### src/hdl/biq_pkg.sv
// Shared widths, register indexes, reset values and the coefficient set type.
package biq_pkg;

    // Field widths
    localparam int SAMPLE_W = 16;
    localparam int COEF_W   = 18;
    localparam int HIST_W   = 24;
    localparam int CNT_W    = 8;
    localparam int IDX_W    = 3;
    localparam int CFG_W    = COEF_W;

    // Register indexes on the configuration port
    localparam logic [IDX_W-1:0] REG_COEF_B0 = 3'd0;
    localparam logic [IDX_W-1:0] REG_COEF_B1 = 3'd1;
    localparam logic [IDX_W-1:0] REG_COEF_B2 = 3'd2;
    localparam logic [IDX_W-1:0] REG_COEF_A1 = 3'd3;
    localparam logic [IDX_W-1:0] REG_COEF_A2 = 3'd4;
    localparam logic [IDX_W-1:0] REG_WARMUP  = 3'd5;

    // Reset values (Q2.16 coefficients, warm-up length in samples)
    localparam logic signed [COEF_W-1:0] RST_COEF_B0 = 18'sd41873;
    localparam logic signed [COEF_W-1:0] RST_COEF_B1 = 18'sd83746;
    localparam logic signed [COEF_W-1:0] RST_COEF_B2 = 18'sd41873;
    localparam logic signed [COEF_W-1:0] RST_COEF_A1 = 18'sd74907;
    localparam logic signed [COEF_W-1:0] RST_COEF_A2 = 18'sd27054;
    localparam logic [CNT_W-1:0]         RST_WARMUP  = 8'd100;

    // Configuration seen by the filter core
    typedef struct packed {
        logic signed [COEF_W-1:0] coef_b0;
        logic signed [COEF_W-1:0] coef_b1;
        logic signed [COEF_W-1:0] coef_b2;
        logic signed [COEF_W-1:0] coef_a1;
        logic signed [COEF_W-1:0] coef_a2;
        logic [CNT_W-1:0]         warmup_samples;
    } biq_cfg_t;

endpackage

### src/hdl/biq_cfg.sv
// Configuration register file: five coefficients and the warm-up length.
module biq_cfg
(
    input  logic                         clk,
    input  logic                         rst_n,
    input  logic                         cfg_we,
    input  logic [biq_pkg::IDX_W-1:0]    cfg_index,
    input  logic [biq_pkg::CFG_W-1:0]    cfg_data,
    output biq_pkg::biq_cfg_t            cfg
);

    biq_pkg::biq_cfg_t cfg_reg;
    biq_pkg::biq_cfg_t cfg_next;

    // Decode the write; indexes beyond the list are dropped
    always_comb
    begin
        cfg_next = cfg_reg;
        if (cfg_we)
        begin
            case (cfg_index)
                biq_pkg::REG_COEF_B0: cfg_next.coef_b0 = $signed(cfg_data);
                biq_pkg::REG_COEF_B1: cfg_next.coef_b1 = $signed(cfg_data);
                biq_pkg::REG_COEF_B2: cfg_next.coef_b2 = $signed(cfg_data);
                biq_pkg::REG_COEF_A1: cfg_next.coef_a1 = $signed(cfg_data);
                biq_pkg::REG_COEF_A2: cfg_next.coef_a2 = $signed(cfg_data);
                biq_pkg::REG_WARMUP:
                    cfg_next.warmup_samples = cfg_data[biq_pkg::CNT_W-1:0];
                default: cfg_next = cfg_reg;
            endcase
        end
    end

    // Hold the registers
    always_ff @(posedge clk or negedge rst_n)
    begin
        if (!rst_n)
        begin
            cfg_reg.coef_b0        <= biq_pkg::RST_COEF_B0;
            cfg_reg.coef_b1        <= biq_pkg::RST_COEF_B1;
            cfg_reg.coef_b2        <= biq_pkg::RST_COEF_B2;
            cfg_reg.coef_a1        <= biq_pkg::RST_COEF_A1;
            cfg_reg.coef_a2        <= biq_pkg::RST_COEF_A2;
            cfg_reg.warmup_samples <= biq_pkg::RST_WARMUP;
        end
        else
        begin
            cfg_reg <= cfg_next;
        end
    end

    assign cfg = cfg_reg;

endmodule

### config.mk
export PLATFORM = sky130hd
export DESIGN_NAME = biq_cfg
export DESIGN_NICKNAME = d
export VERILOG_FILES = /design/src/hdl/biq_pkg.sv /design/src/hdl/biq_cfg.sv
export SDC_FILE = /design/constraint.sdc
export NUM_CORES = 1
export LEC_CHECK = 0
export BUFFER_PORTS_ARGS = -buffer_cell sky130_fd_sc_hd__clkbuf_2
export CORE_MARGIN = 2
export CORE_UTILIZATION = 43
export CTS_CLUSTER_SIZE = 14
export DETAILED_ROUTE_END_ITERATION = 7
export PLACE_DENSITY_LB_ADDON = 0.08
export SETUP_SLACK_MARGIN = 0.2
export SLEW_MARGIN = 20
export SYNTH_ARGS = -nofsm -noshare
export SYNTH_HDL_FRONTEND = slang
export SYNTH_SLANG_ARGS = --single-unit
### constraint.sdc
create_clock -name clk -period 0.8 [get_ports clk]
set_input_delay 0.12 -clock clk [delete_from_list [all_inputs] [get_ports clk]]
set_output_delay 0.12 -clock clk [all_outputs]
set_load 0.02 [all_outputs]
# After elaboration in Yosys (flattened, before gate mapping)
# Cells that the tools add are included.
word_totals:
  latch_bits: 0
  regBits: 98
  ramBits: 0
  romBits: 0
  out_inout_bits: 98
  memories: 0
op_classes:
  shift: 0
  multipliers: 0
  eq_ne: 5
  add_sub_neg: 0
  n_mux: 0
  n_reduce_logical: 7
  magnitude_cmp: 0
  bitwise: 0
  n_div: 0
ops:
  columns: ["cell", "n"]
  rows:
  - ["$reduce_and A2 Y1", 6]
  - ["$eq A3 B2 Y1 const B", 2]
  - ["$eq A3 B3 Y1 const B", 2]
  - ["$eq A3 B1 Y1 const B", 1]
  - ["$logic_not A3 Y1", 1]

# Depth between registers and ports, before layout
# Gate-level depths: netlist (run 1).
logic_depth:
  depth_word: 2
  depth_mapped: 5
  ltp_nobuf: 2

# Least setup slack after synthesis (run 1)
# No wires, ideal clock.
synth_timing:
  path_type: "input port to flip-flop"
  startpoint: "input cfg_index[0] (netlist name)"
  endpoint: "register cfg_reg, in the netlist cfg[81]"
  slack_ns: -0.577
  arrival_ns: 1.252
  setup_ns: 0.125
  cell_stages: 4
  cell_sequence: "buf_6 > nor4b_4 > buf_6 > mux2_2"
synth_between:
  elab_chain_cells: 2
synth_rtl:
  columns: ["item", "line", "text"]
  rows:
  - ["from (decl)", "biq_cfg.sv:7", "input logic [biq_pkg::IDX_W-1:0] cfg_index,"]
  - ["$logic_not A3 Y1", "biq_cfg.sv:21", "case (cfg_index)"]
  - ["$reduce_and A2 Y1 (no line)", null, null]
  - ["to (signal assigned)", "biq_cfg.sv:48", "cfg_reg <= cfg_next;"]
  - ["to (decl)", "biq_cfg.sv:12", "biq_pkg::biq_cfg_t cfg_reg;"]
# Every way passes these cells.
# A chain may end at the register's enable or synchronous reset.

# Worst setup path in the final report (run 1)
layout_timing:
  startpoint: "register cfg_reg, in the netlist cfg[57]"
  endpoint: "output cfg[57] (netlist name)"
layout_lines:
  columns: ["item", "line", "text"]
  rows:
  - ["to (decl)", "biq_cfg.sv:9", "output biq_pkg::biq_cfg_t cfg"]
# No word-level cell between the ends.

==> impl_metrics.py, run 1 <==
metrics = {
    "pwr": {
        "vdd_drop_max_mv": 1.56,
        "power.density_nw_per_um2": 2720,
        "p_leak_nw": 3.25,
        "p_total_mw": 18.6,
    },
    "layout": {
        "n_fill_cell": 466,
        "area_delta_synth_final_pct": 81.7,
        "nNetsFinal": 437,
        "diodes": 0,
        "final_common_cell": "mux2_4",
        "largest_reg_flops": 98,
        "drive_gt1_share_pct": 85.9,
        "final_cell_mix": "mux2_4 (87), buf_6 (78), dfrtp_1 (57), buf_8 (45), dfstp_2 (41)",
        "utilization_pct": 79.3,
        "final_cell_count_no_fill": 525,
    },
    "timing": {
        "fin_ws_ns": -0.370,
        "relSlewSlack_pct": 76.2,
        "rsz0062_at_grt": "true",
        "worst-slew-pin-transition_ns": 0.356,
        "fin_crit_sh_pct": 146,
        "skew_ns": 0,
        "slew_violations": 0,
        "timing.hold.ws_ns": -0.273,
        "finalSetupViolations": 183,
        "fmax_mhz": 855,
        "fin_crit_ns": 1.17,
        "hold_viol_final": 87,
    },
    "routing": {
        "drt_first_pass_iters": 4,
        "vias_per_cell": 5.01,
        "wl_mm": 10.9,
        "vias": 2631,
        "wl_per_cell_um": 20.8,
        "ant_nets": 0,
        "drc": 0,
        "first_iter_violations": 58,
    },
    "synth": {
        "syn_inst": 211,
        "ys_top_cells_by_area": "dfrtp_1 (38%), mux2_2 (29%), dfstp_2 (29%)",
        "syn_nets": 235,
        "synth_area_um2": 3750,
        "synth_top_area_share_pct": 38.0,
        "synth-seq-area-share_pct": 66.7,
        "ys_warn_count": 0,
        "yosysUniqueCellTypes": 12,
        "synth_area_per_cell_um2": 17.8,
        "yosys.area.top_type": "dfrtp_1",
        "synth-seq-cells": 98,
    },
    "clock_network": {
        "insertion_delay_ns": 0.35,
        "clk_pin_slew_worst_paths_ns": 0.09,
        "cts_buffer_depth": 2,
        "cts-root-buf": "clkbuf_8",
        "cts_buffers": 9,
        "numClockSinks": 98,
        "cts_max_level": 3,
        "cts_tree": "done",
    },
    "placed_design": {
        "io_buffers": 121,
        "hpwl_mm": 5.87,
        "gp_congestion": 0.731,
        "numPlacedInstances": 448,
    },
    "global_route": {
        "grt_max_degree": 40,
        "grt_pass1_vias": 2669,
        "antenna_found_initial": 0,
        "track_usage_pct": 21.3,
        "grt-ovfl-total": 0,
        "grt_pass1_wl_mm": 15.6,
    },
    "job": {
        "drv_cap": 0,
    },
    "worst_setup_path": {
        "path_delay_family": "flip-flops",
        "r2r_start": "cfg[60]$_DFFE_PN0P_",
        "setup.worst_path.class": "flop to output pin",
        "worstPathRequired_ns": 0.68,
        "r2r_slack_ns": -0.20,
        "crit_chain": "buf_8",
        "end_kind": "output pin",
        "start_kind": "flop",
        "reg2reg_depth": 3,
        "max_stage_delay_ns": 0.58,
        "cp.buffers_inverters": 1,
        "cpMaxStageDelayCell": "dfstp_2",
        "cp.arrival_ns": 1.05,
        "r2r_end": "cfg[60]$_DFFE_PN0P_",
        "crit_fanout": 2,
    },
    "outcome": {
        "outcome": "finished with violations",
        "violations": "hold timing, setup timing",
    },
    "floorplanning": {
        "die_x_um": 97.4,
        "fp-row-count": 34,
        "die-area_um2": 9490,
        "die_y_um": 97.4,
        "io-pin-count": 122,
        "start_util_pct": 43.7,
        "coreArea_um2": 8590,
    },
    "hold_path": {
        "hold_class": "input port to async pin",
    },
}
## final cells by class
| class | instances | area (um2) | share of cell area (%) |
|---|---|---|---|
| Sequential cell | 98 | 2500 | 36.7 |
| Multi-Input combinational cell | 104 | 1550 | 22.8 |
| Clock inverter | 4 | 76.3 | 1.12 |
| Clock buffer | 11 | 141 | 2.07 |
| Timing Repair Buffer | 200 | 2410 | 35.3 |
| Tap cell | 108 | 135 | 1.98 |
## how the worst max path moves through the flow
stage | start | to | slack, ns | depth (start not counted)
6_report | cfg[57]$_DFFE_PN1P_ | cfg[57] | -0.37 | 1
5_1_grt | cfg[33]$_DFFE_PN1P_ | cfg[33] | -0.41 | 1
4_1_cts | cfg[71]$_DFFE_PN1P_ | cfg[71] | -0.39 | 1
3_5_place_dp | cfg_index[0] | cfg[47]$_DFFE_PN0P_ | -0.57 | 4
3_3_place_gp | cfg_index[0] | cfg[45]$_DFFE_PN0P_ | -0.54 | 4
2_1_floorplan | cfg_index[0] | cfg[81]$_DFFE_PN0P_ | -0.57 | 4
## synthesized netlist by cell type
cell type   n
mux2_1      2
buf_2       4
nor4b_4     1
buf_6       2
dfstp_2    41
mux2_2     96
nand4b_2    1
buf_4       3
nand4b_1    1
and4bb_2    1
dfrtp_1    57
nor4bb_1    2
## per-layer routing
| metal | part of all wire [%] | GRT usage, % |
|---|---|---|
| met4 | 0.33 | 3.85 |
| met5 | 0 | 0 |
| met1 | 44 | 30.2 |
| met3 | 6.6 | 8.20 |
| met2 | 49 | 31.9 |
## cells by family after synthesis
group,after synthesis,share of synthesized area (%)
mux,98,29.4
simple gates,6,2.13
flops,98,66.7
buf+inv,9,1.73
## per-stage QoR
stage                     hold slack [ns]  cell area, um2  setup WS (ns)  TNS, ns
final                              -0.273            6820         -0.370   -37.08
after global routing               -0.287            6820         -0.411   -42.20
after CTS                          -0.267            6100         -0.387   -35.19
after detailed placement            0.122            4860         -0.569   -46.82
after global placement              0.121            4860         -0.543   -45.02
after floorplan                    -0.176            4000         -0.574   -32.35
## timing repair
action / CTS / global route
endpoints found under the hold margin: 87 / 87
setup buffers: 25 / 32
setup endpoints to repair: 196 / 196
gates cloned: 4 / 1
gates resized for setup: 171 / 202
pin swaps: 4 / 5
## where the power goes
group          switching (mW)  internal [mW]
registers               0.987           6.40
clock network            1.72           1.84
logic                    2.76           4.84
No activity file was read; power rests on OpenSTA's default activity.
==> inputs of run 2 (changes only) <==
clock period = 1.15 ns   (was 0.8 ns; I/O delays follow)
==> impl_metrics.py, run 2 (synthesis results as in run 1) <==
metrics = {
    "worst_setup_path": {
        "r2r_end": "cfg[79]$_DFFE_PN0P_",
        "reg2reg_depth": 3,
        "start_kind": "flop",
        "worstPathRequired_ns": 0.98,
        "crit_fanout": 2,
        "cp.arrival_ns": 1.06,
        "r2r_slack_ns": 0.13,
        "r2r_start": "cfg[79]$_DFFE_PN0P_",
        "cp.buffers_inverters": 1,
        "setup.worst_path.class": "flop to output pin",
        "crit_chain": "buf_8",
        "path_delay_family": "flip-flops",
        "max_stage_delay_ns": 0.58,
        "end_kind": "output pin",
        "cpMaxStageDelayCell": "dfstp_2",
    },
    "timing": {
        "timing.setup.tns_ns": -2.06,
        "fmax_mhz": 812,
        "fin_ws_ns": -0.0809,
        "fin_crit_ns": 1.23,
        "hold_viol_final": 0,
        "timing.hold.ws_ns": 0.117,
        "worst-slew-pin-transition_ns": 0.393,
        "rsz0062_at_grt": "true",
        "slew_violations": 0,
        "skew_ns": 0,
        "relSlewSlack_pct": 73.8,
        "finalSetupViolations": 41,
        "fin_crit_sh_pct": 107,
    },
    "layout": {
        "largest_reg_flops": 98,
        "diodes": 0,
        "final_cell_mix": "mux2_4 (67), clkbuf_8 (63), dfrtp_1 (57), buf_8 (49), dfstp_2 (41)",
        "drive_gt1_share_pct": 84.7,
        "final_common_cell": "mux2_4",
        "area_delta_synth_final_pct": 74.7,
        "nNetsFinal": 424,
    },
    "floorplanning": {
        "coreArea_um2": 8590,
        "io-pin-count": 122,
        "die-area_um2": 9490,
        "start_util_pct": 43.7,
        "die_x_um": 97.4,
        "fp-row-count": 34,
        "die_y_um": 97.4,
    },
    "routing": {
        "ant_nets": 0,
        "drt_first_pass_iters": 6,
        "vias_per_cell": 4.99,
        "drc": 0,
        "wl_per_cell_um": 19.8,
        "first_iter_violations": 88,
        "vias": 2559,
        "wl_mm": 10.2,
    },
    "hold_path": {
        "hold_class": "input port to flop",
        "holdPathStages": 2,
        "hold_path_end": "cfg[53]$_DFFE_PN1P_",
        "hp-start": "cfg_data[9]",
    },
    "clock_network": {
        "cts_max_level": 3,
        "clk_pin_slew_worst_paths_ns": 0.10,
        "cts-root-buf": "clkbuf_8",
        "numClockSinks": 98,
        "cts_buffer_depth": 2,
        "cts_tree": "done",
        "cts_buffers": 9,
        "insertion_delay_ns": 0.35,
    },
    "outcome": {
        "outcome": "finished with violations",
        "violations": "setup timing",
    },
    "placed_design": {
        "io_buffers": 121,
        "dp_slack_ns": -0.278,
        "hpwl_mm": 5.77,
        "gp_congestion": 0.705,
    },
    "global_route": {
        "antenna_found_initial": 0,
        "track_usage_pct": 21.1,
        "grt_pass1_vias": 2690,
        "grt_pass1_wl_mm": 15.4,
        "grt-ovfl-total": 0,
        "grt_max_degree": 74,
    },
    "pwr": {
        "p_leak_nw": 3.05,
        "power.density_nw_per_um2": 1850,
        "vdd_drop_max_mv": 1.00,
    },
    "job": {
        "drv_cap": 0,
    },
}
-- run 2: cell count changes in the layout (fill, tap and decap cells not counted), moves of 3 or more --
cell / delta
buf_4: +7
buf_6: -57
buf_8: +4
clkbuf_8: +36
clkinvlp_4: +3
mux2_2: +19
mux2_4: -20
-- run 2: worst max path at each step --
stage                              from                  end  cells after the start
floorplan                  cfg_index[0]  cfg[81]$_DFFE_PN0P_                      4
global placement           cfg_index[0]  cfg[61]$_DFFE_PN0P_                      4
detailed placement         cfg_index[0]  cfg[17]$_DFFE_PN0P_                      4
CTS                 cfg[48]$_DFFE_PN1P_              cfg[48]                      1
global route        cfg[16]$_DFFE_PN1P_              cfg[16]                      1
finish              cfg[48]$_DFFE_PN1P_              cfg[48]                      1
-- run 2: area by class of cell --
class	count	area (um2)
well taps	108	135
repair buffers	187	2280
clock inverters	5	38.8
clock buffers	11	131
flip-flops and latches	98	2500
fillers	497	2040
multi-input cells	104	1470
-- run 2: stage by stage --
step	std cells	cell area [um2]	power (mW)	utilization [%]
after floorplan	211	4000	6.83	-
after global placement	447	4840	7.93	56.3
after detailed placement	447	4840	7.98	56.3
after CTS	489	6220	11.6	72.4
after global routing	513	6560	12.6	76.3
final	513	6560	12.1	76.3
-- run 2: what timing repair did --
item,CTS,global route
hold endpoints to repair,57,0
resized for setup,222,68
setup endpoints to repair,153,129
pin swaps,3,2
cloned,2,2
hold buffers,1,0
setup buffers,23,22
-- run 2: per-layer routing --
metal | GRT usage (%) | vias to the layer above | wire, um | share of wire [%]
met4 | 6.20 | 0 | 135 | 1.3
met5 | 0 | - | 0 | 0
met3 | 7.27 | 13 | 670 | 6.6
met2 | 32.6 | 88 | 4940 | 49
met1 | 28.4 | 1332 | 4410 | 43
li1 | - | 1126 | - | -
-- run 2: report_power, final --
group	leakage (nW)	total (mW)	switching, mW	internal [mW]
clock	0.0722	2.01	1.22	0.797
combinational	1.87	5.03	1.86	3.17
sequential	1.11	5.10	0.644	4.45
==> inputs of run 3 (changes only) <==
CELL_PAD_IN_SITES_DETAIL_PLACEMENT = 1   (was default)
CELL_PAD_IN_SITES_GLOBAL_PLACEMENT = 1   (was default)
CORE_UTILIZATION = 41   (was 43)
RECOVER_POWER = 100   (was default)
clock period = 1.31 ns   (was 1.15 ns; I/O delays follow)
==> impl_metrics.py, run 3 (synthesis results as in run 1) <==
metrics = {
    "layout": {
        "largest_reg_flops": 98,
        "area_delta_synth_final_pct": 43.3,
        "drive_gt1_share_pct": 49.2,
        "final_cell_mix": "clkbuf_1 (60), dfrtp_1 (57), mux2_2 (50), mux2_1 (42), buf_8 (41)",
        "diodes": 0,
        "finish.instance_area_um2": 5380,
        "final_common_cell": "clkbuf_1",
        "nNetsFinal": 407,
    },
    "floorplanning": {
        "coreArea_um2": 8810,
        "die_y_um": 99.7,
        "io-pin-count": 122,
        "fp-row-count": 34,
        "start_util_pct": 42.6,
        "die-area_um2": 9930,
        "die_x_um": 99.7,
    },
    "pwr": {
        "p_int_mw": 6.30,
        "sw_frac_of_total_pct": 33.1,
        "p_total_mw": 9.43,
        "clock_power_share_pct": 19.4,
        "p_leak_nw": 2.37,
        "vdd_drop_max_mv": 0.860,
        "power.density_nw_per_um2": 1750,
        "power.switching_mw": 3.12,
        "seq_power_share_pct": 45.8,
        "power_frac_comb_pct": 34.8,
    },
    "worst_setup_path": {
        "startpoint": "cfg_index[0]",
        "crit_path_end": "cfg[96]$_DFFE_PN0P_",
        "reg2reg_depth": 3,
        "r2r_start": "cfg[18]$_DFFE_PN0P_",
        "r2r_slack_ns": 0.22,
        "worstPathRequired_ns": 1.54,
        "setup.worst_path.class": "input port to flop",
        "start_kind": "input port",
        "end_kind": "flop",
        "cp.arrival_ns": 1.50,
        "crit_fanout": 18,
        "r2r_end": "cfg[18]$_DFFE_PN0P_",
    },
    "clock_network": {
        "cts_tree": "done",
        "cts_max_level": 3,
        "clk_pin_slew_worst_paths_ns": 0.10,
        "insertion_delay_ns": 0.33,
        "cts_buffers": 9,
        "numClockSinks": 98,
        "cts_buffer_depth": 2,
        "cts-root-buf": "clkbuf_8",
    },
    "global_route": {
        "track_usage_pct": 19.4,
        "grt_pass1_vias": 2625,
        "antenna_found_initial": 0,
        "grt_pass1_wl_mm": 14.8,
        "grt-ovfl-total": 0,
        "grt_max_degree": 37,
    },
    "routing": {
        "drc": 0,
        "ant_nets": 0,
        "drt_first_pass_iters": 4,
        "first_iter_violations": 62,
        "wl_per_cell_um": 20.8,
        "vias": 2466,
        "vias_per_cell": 4.97,
        "wl_mm": 10.3,
    },
    "timing": {
        "fmax_mhz": 790,
        "finalSetupViolations": 0,
        "slew_violations": 0,
        "skew_ns": 0,
        "worst-slew-pin-transition_ns": 0.672,
        "hold_viol_final": 0,
        "fin_crit_sh_pct": 96.7,
        "rsz0062_at_grt": "true",
        "relSlewSlack_pct": 55.2,
        "fin_crit_ns": 1.27,
        "timing.hold.ws_ns": 0.129,
    },
    "outcome": {
        "outcome": "completed",
    },
    "hold_path": {
        "hold_class": "input port to flop",
    },
    "placed_design": {
        "io_buffers": 121,
        "hpwl_mm": 5.86,
        "placed_area_um2": 4820,
        "gp_congestion": 0.708,
    },
    "job": {
        "drv_cap": 0,
    },
}
## run 3: changes by cell type in the layout (fill, tap and decap cells not counted), sizes merged
cell / previous run / this run
buf: 111 / 83
clkinvlp: 4 / 2
clkbuf: 86 / 98
dlymetal6s2s: 0 / 1
## run 3: metrics by stage
stage	worst slack, ns	std cells	TNS [ns]	utilization, %
2_1_floorplan	-0.141	211	-1.89	-
3_3_place_gp	-0.105	443	-4.08	54.7
3_5_place_dp	-0.126	443	-5.60	54.7
4_1_cts	0.0476	475	0	63.2
5_1_grt	0.0108	496	0	61.1
6_report	0.0434	496	0	61.1
## run 3: power by group through the flow
| stage | Clock, mW | Sequential (mW) | Combinational [mW] |
|---|---|---|---|
| after floorplan | 0 | 5.14 | 0.828 |
| after global placement | 0 | 4.29 | 2.64 |
| after detailed placement | 0 | 4.31 | 2.69 |
| after CTS | 1.89 | 4.31 | 3.36 |
| after global routing | 2.01 | 4.40 | 3.47 |
| final | 1.83 | 4.32 | 3.28 |
## run 3: final cells by class
cell class                      instances  area, um2
Fill cell                             852       3430
Sequential cell                        98       2500
Timing Repair Buffer                  170       1340
Multi-Input combinational cell        104       1220
Clock buffer                           13        159
Tap cell                              108        135
Clock inverter                          3       23.8
## run 3: worst min-delay path by stage
stage | start | to | slack [ns] | cells after the start
4_1_cts | cfg_data[9] | cfg[71]$_DFFE_PN1P_ | 0.13 | 2
3_5_place_dp | rst_n | cfg[85]$_DFFE_PN0P_ | 0.13 | 1
6_report | cfg_data[17] | cfg[61]$_DFFE_PN0P_ | 0.13 | 2
5_1_grt | cfg_data[9] | cfg[35]$_DFFE_PN0P_ | 0.15 | 2
2_1_floorplan | rst_n | cfg[0]$_DFFE_PN0P_ | -0.1 | 0
3_3_place_gp | rst_n | cfg[85]$_DFFE_PN0P_ | 0.12 | 1
## run 3: routing by layer
layer | wire (um) | GRT usage, %
met1 | 4450 | 26.5
met2 | 5210 | 31.0
met3 | 557 | 5.13
met4 | 99 | 5.37
met5 | 0 | 0
## run 3: timing repair
action | 4_1_cts | 5_1_grt
hold buffers | 1 | 0
setup buffers | 15 | 21
gates resized for setup | 99 | 178
setup endpoints to repair | 68 | 96
endpoints found under the hold margin | 14 | 0
## run 3: worst max-delay path, cell delays in order
cell and delay (ns):
clkbuf_2 0.16, nor4b_1 0.53, buf_12 0.24, mux2_2 0.36
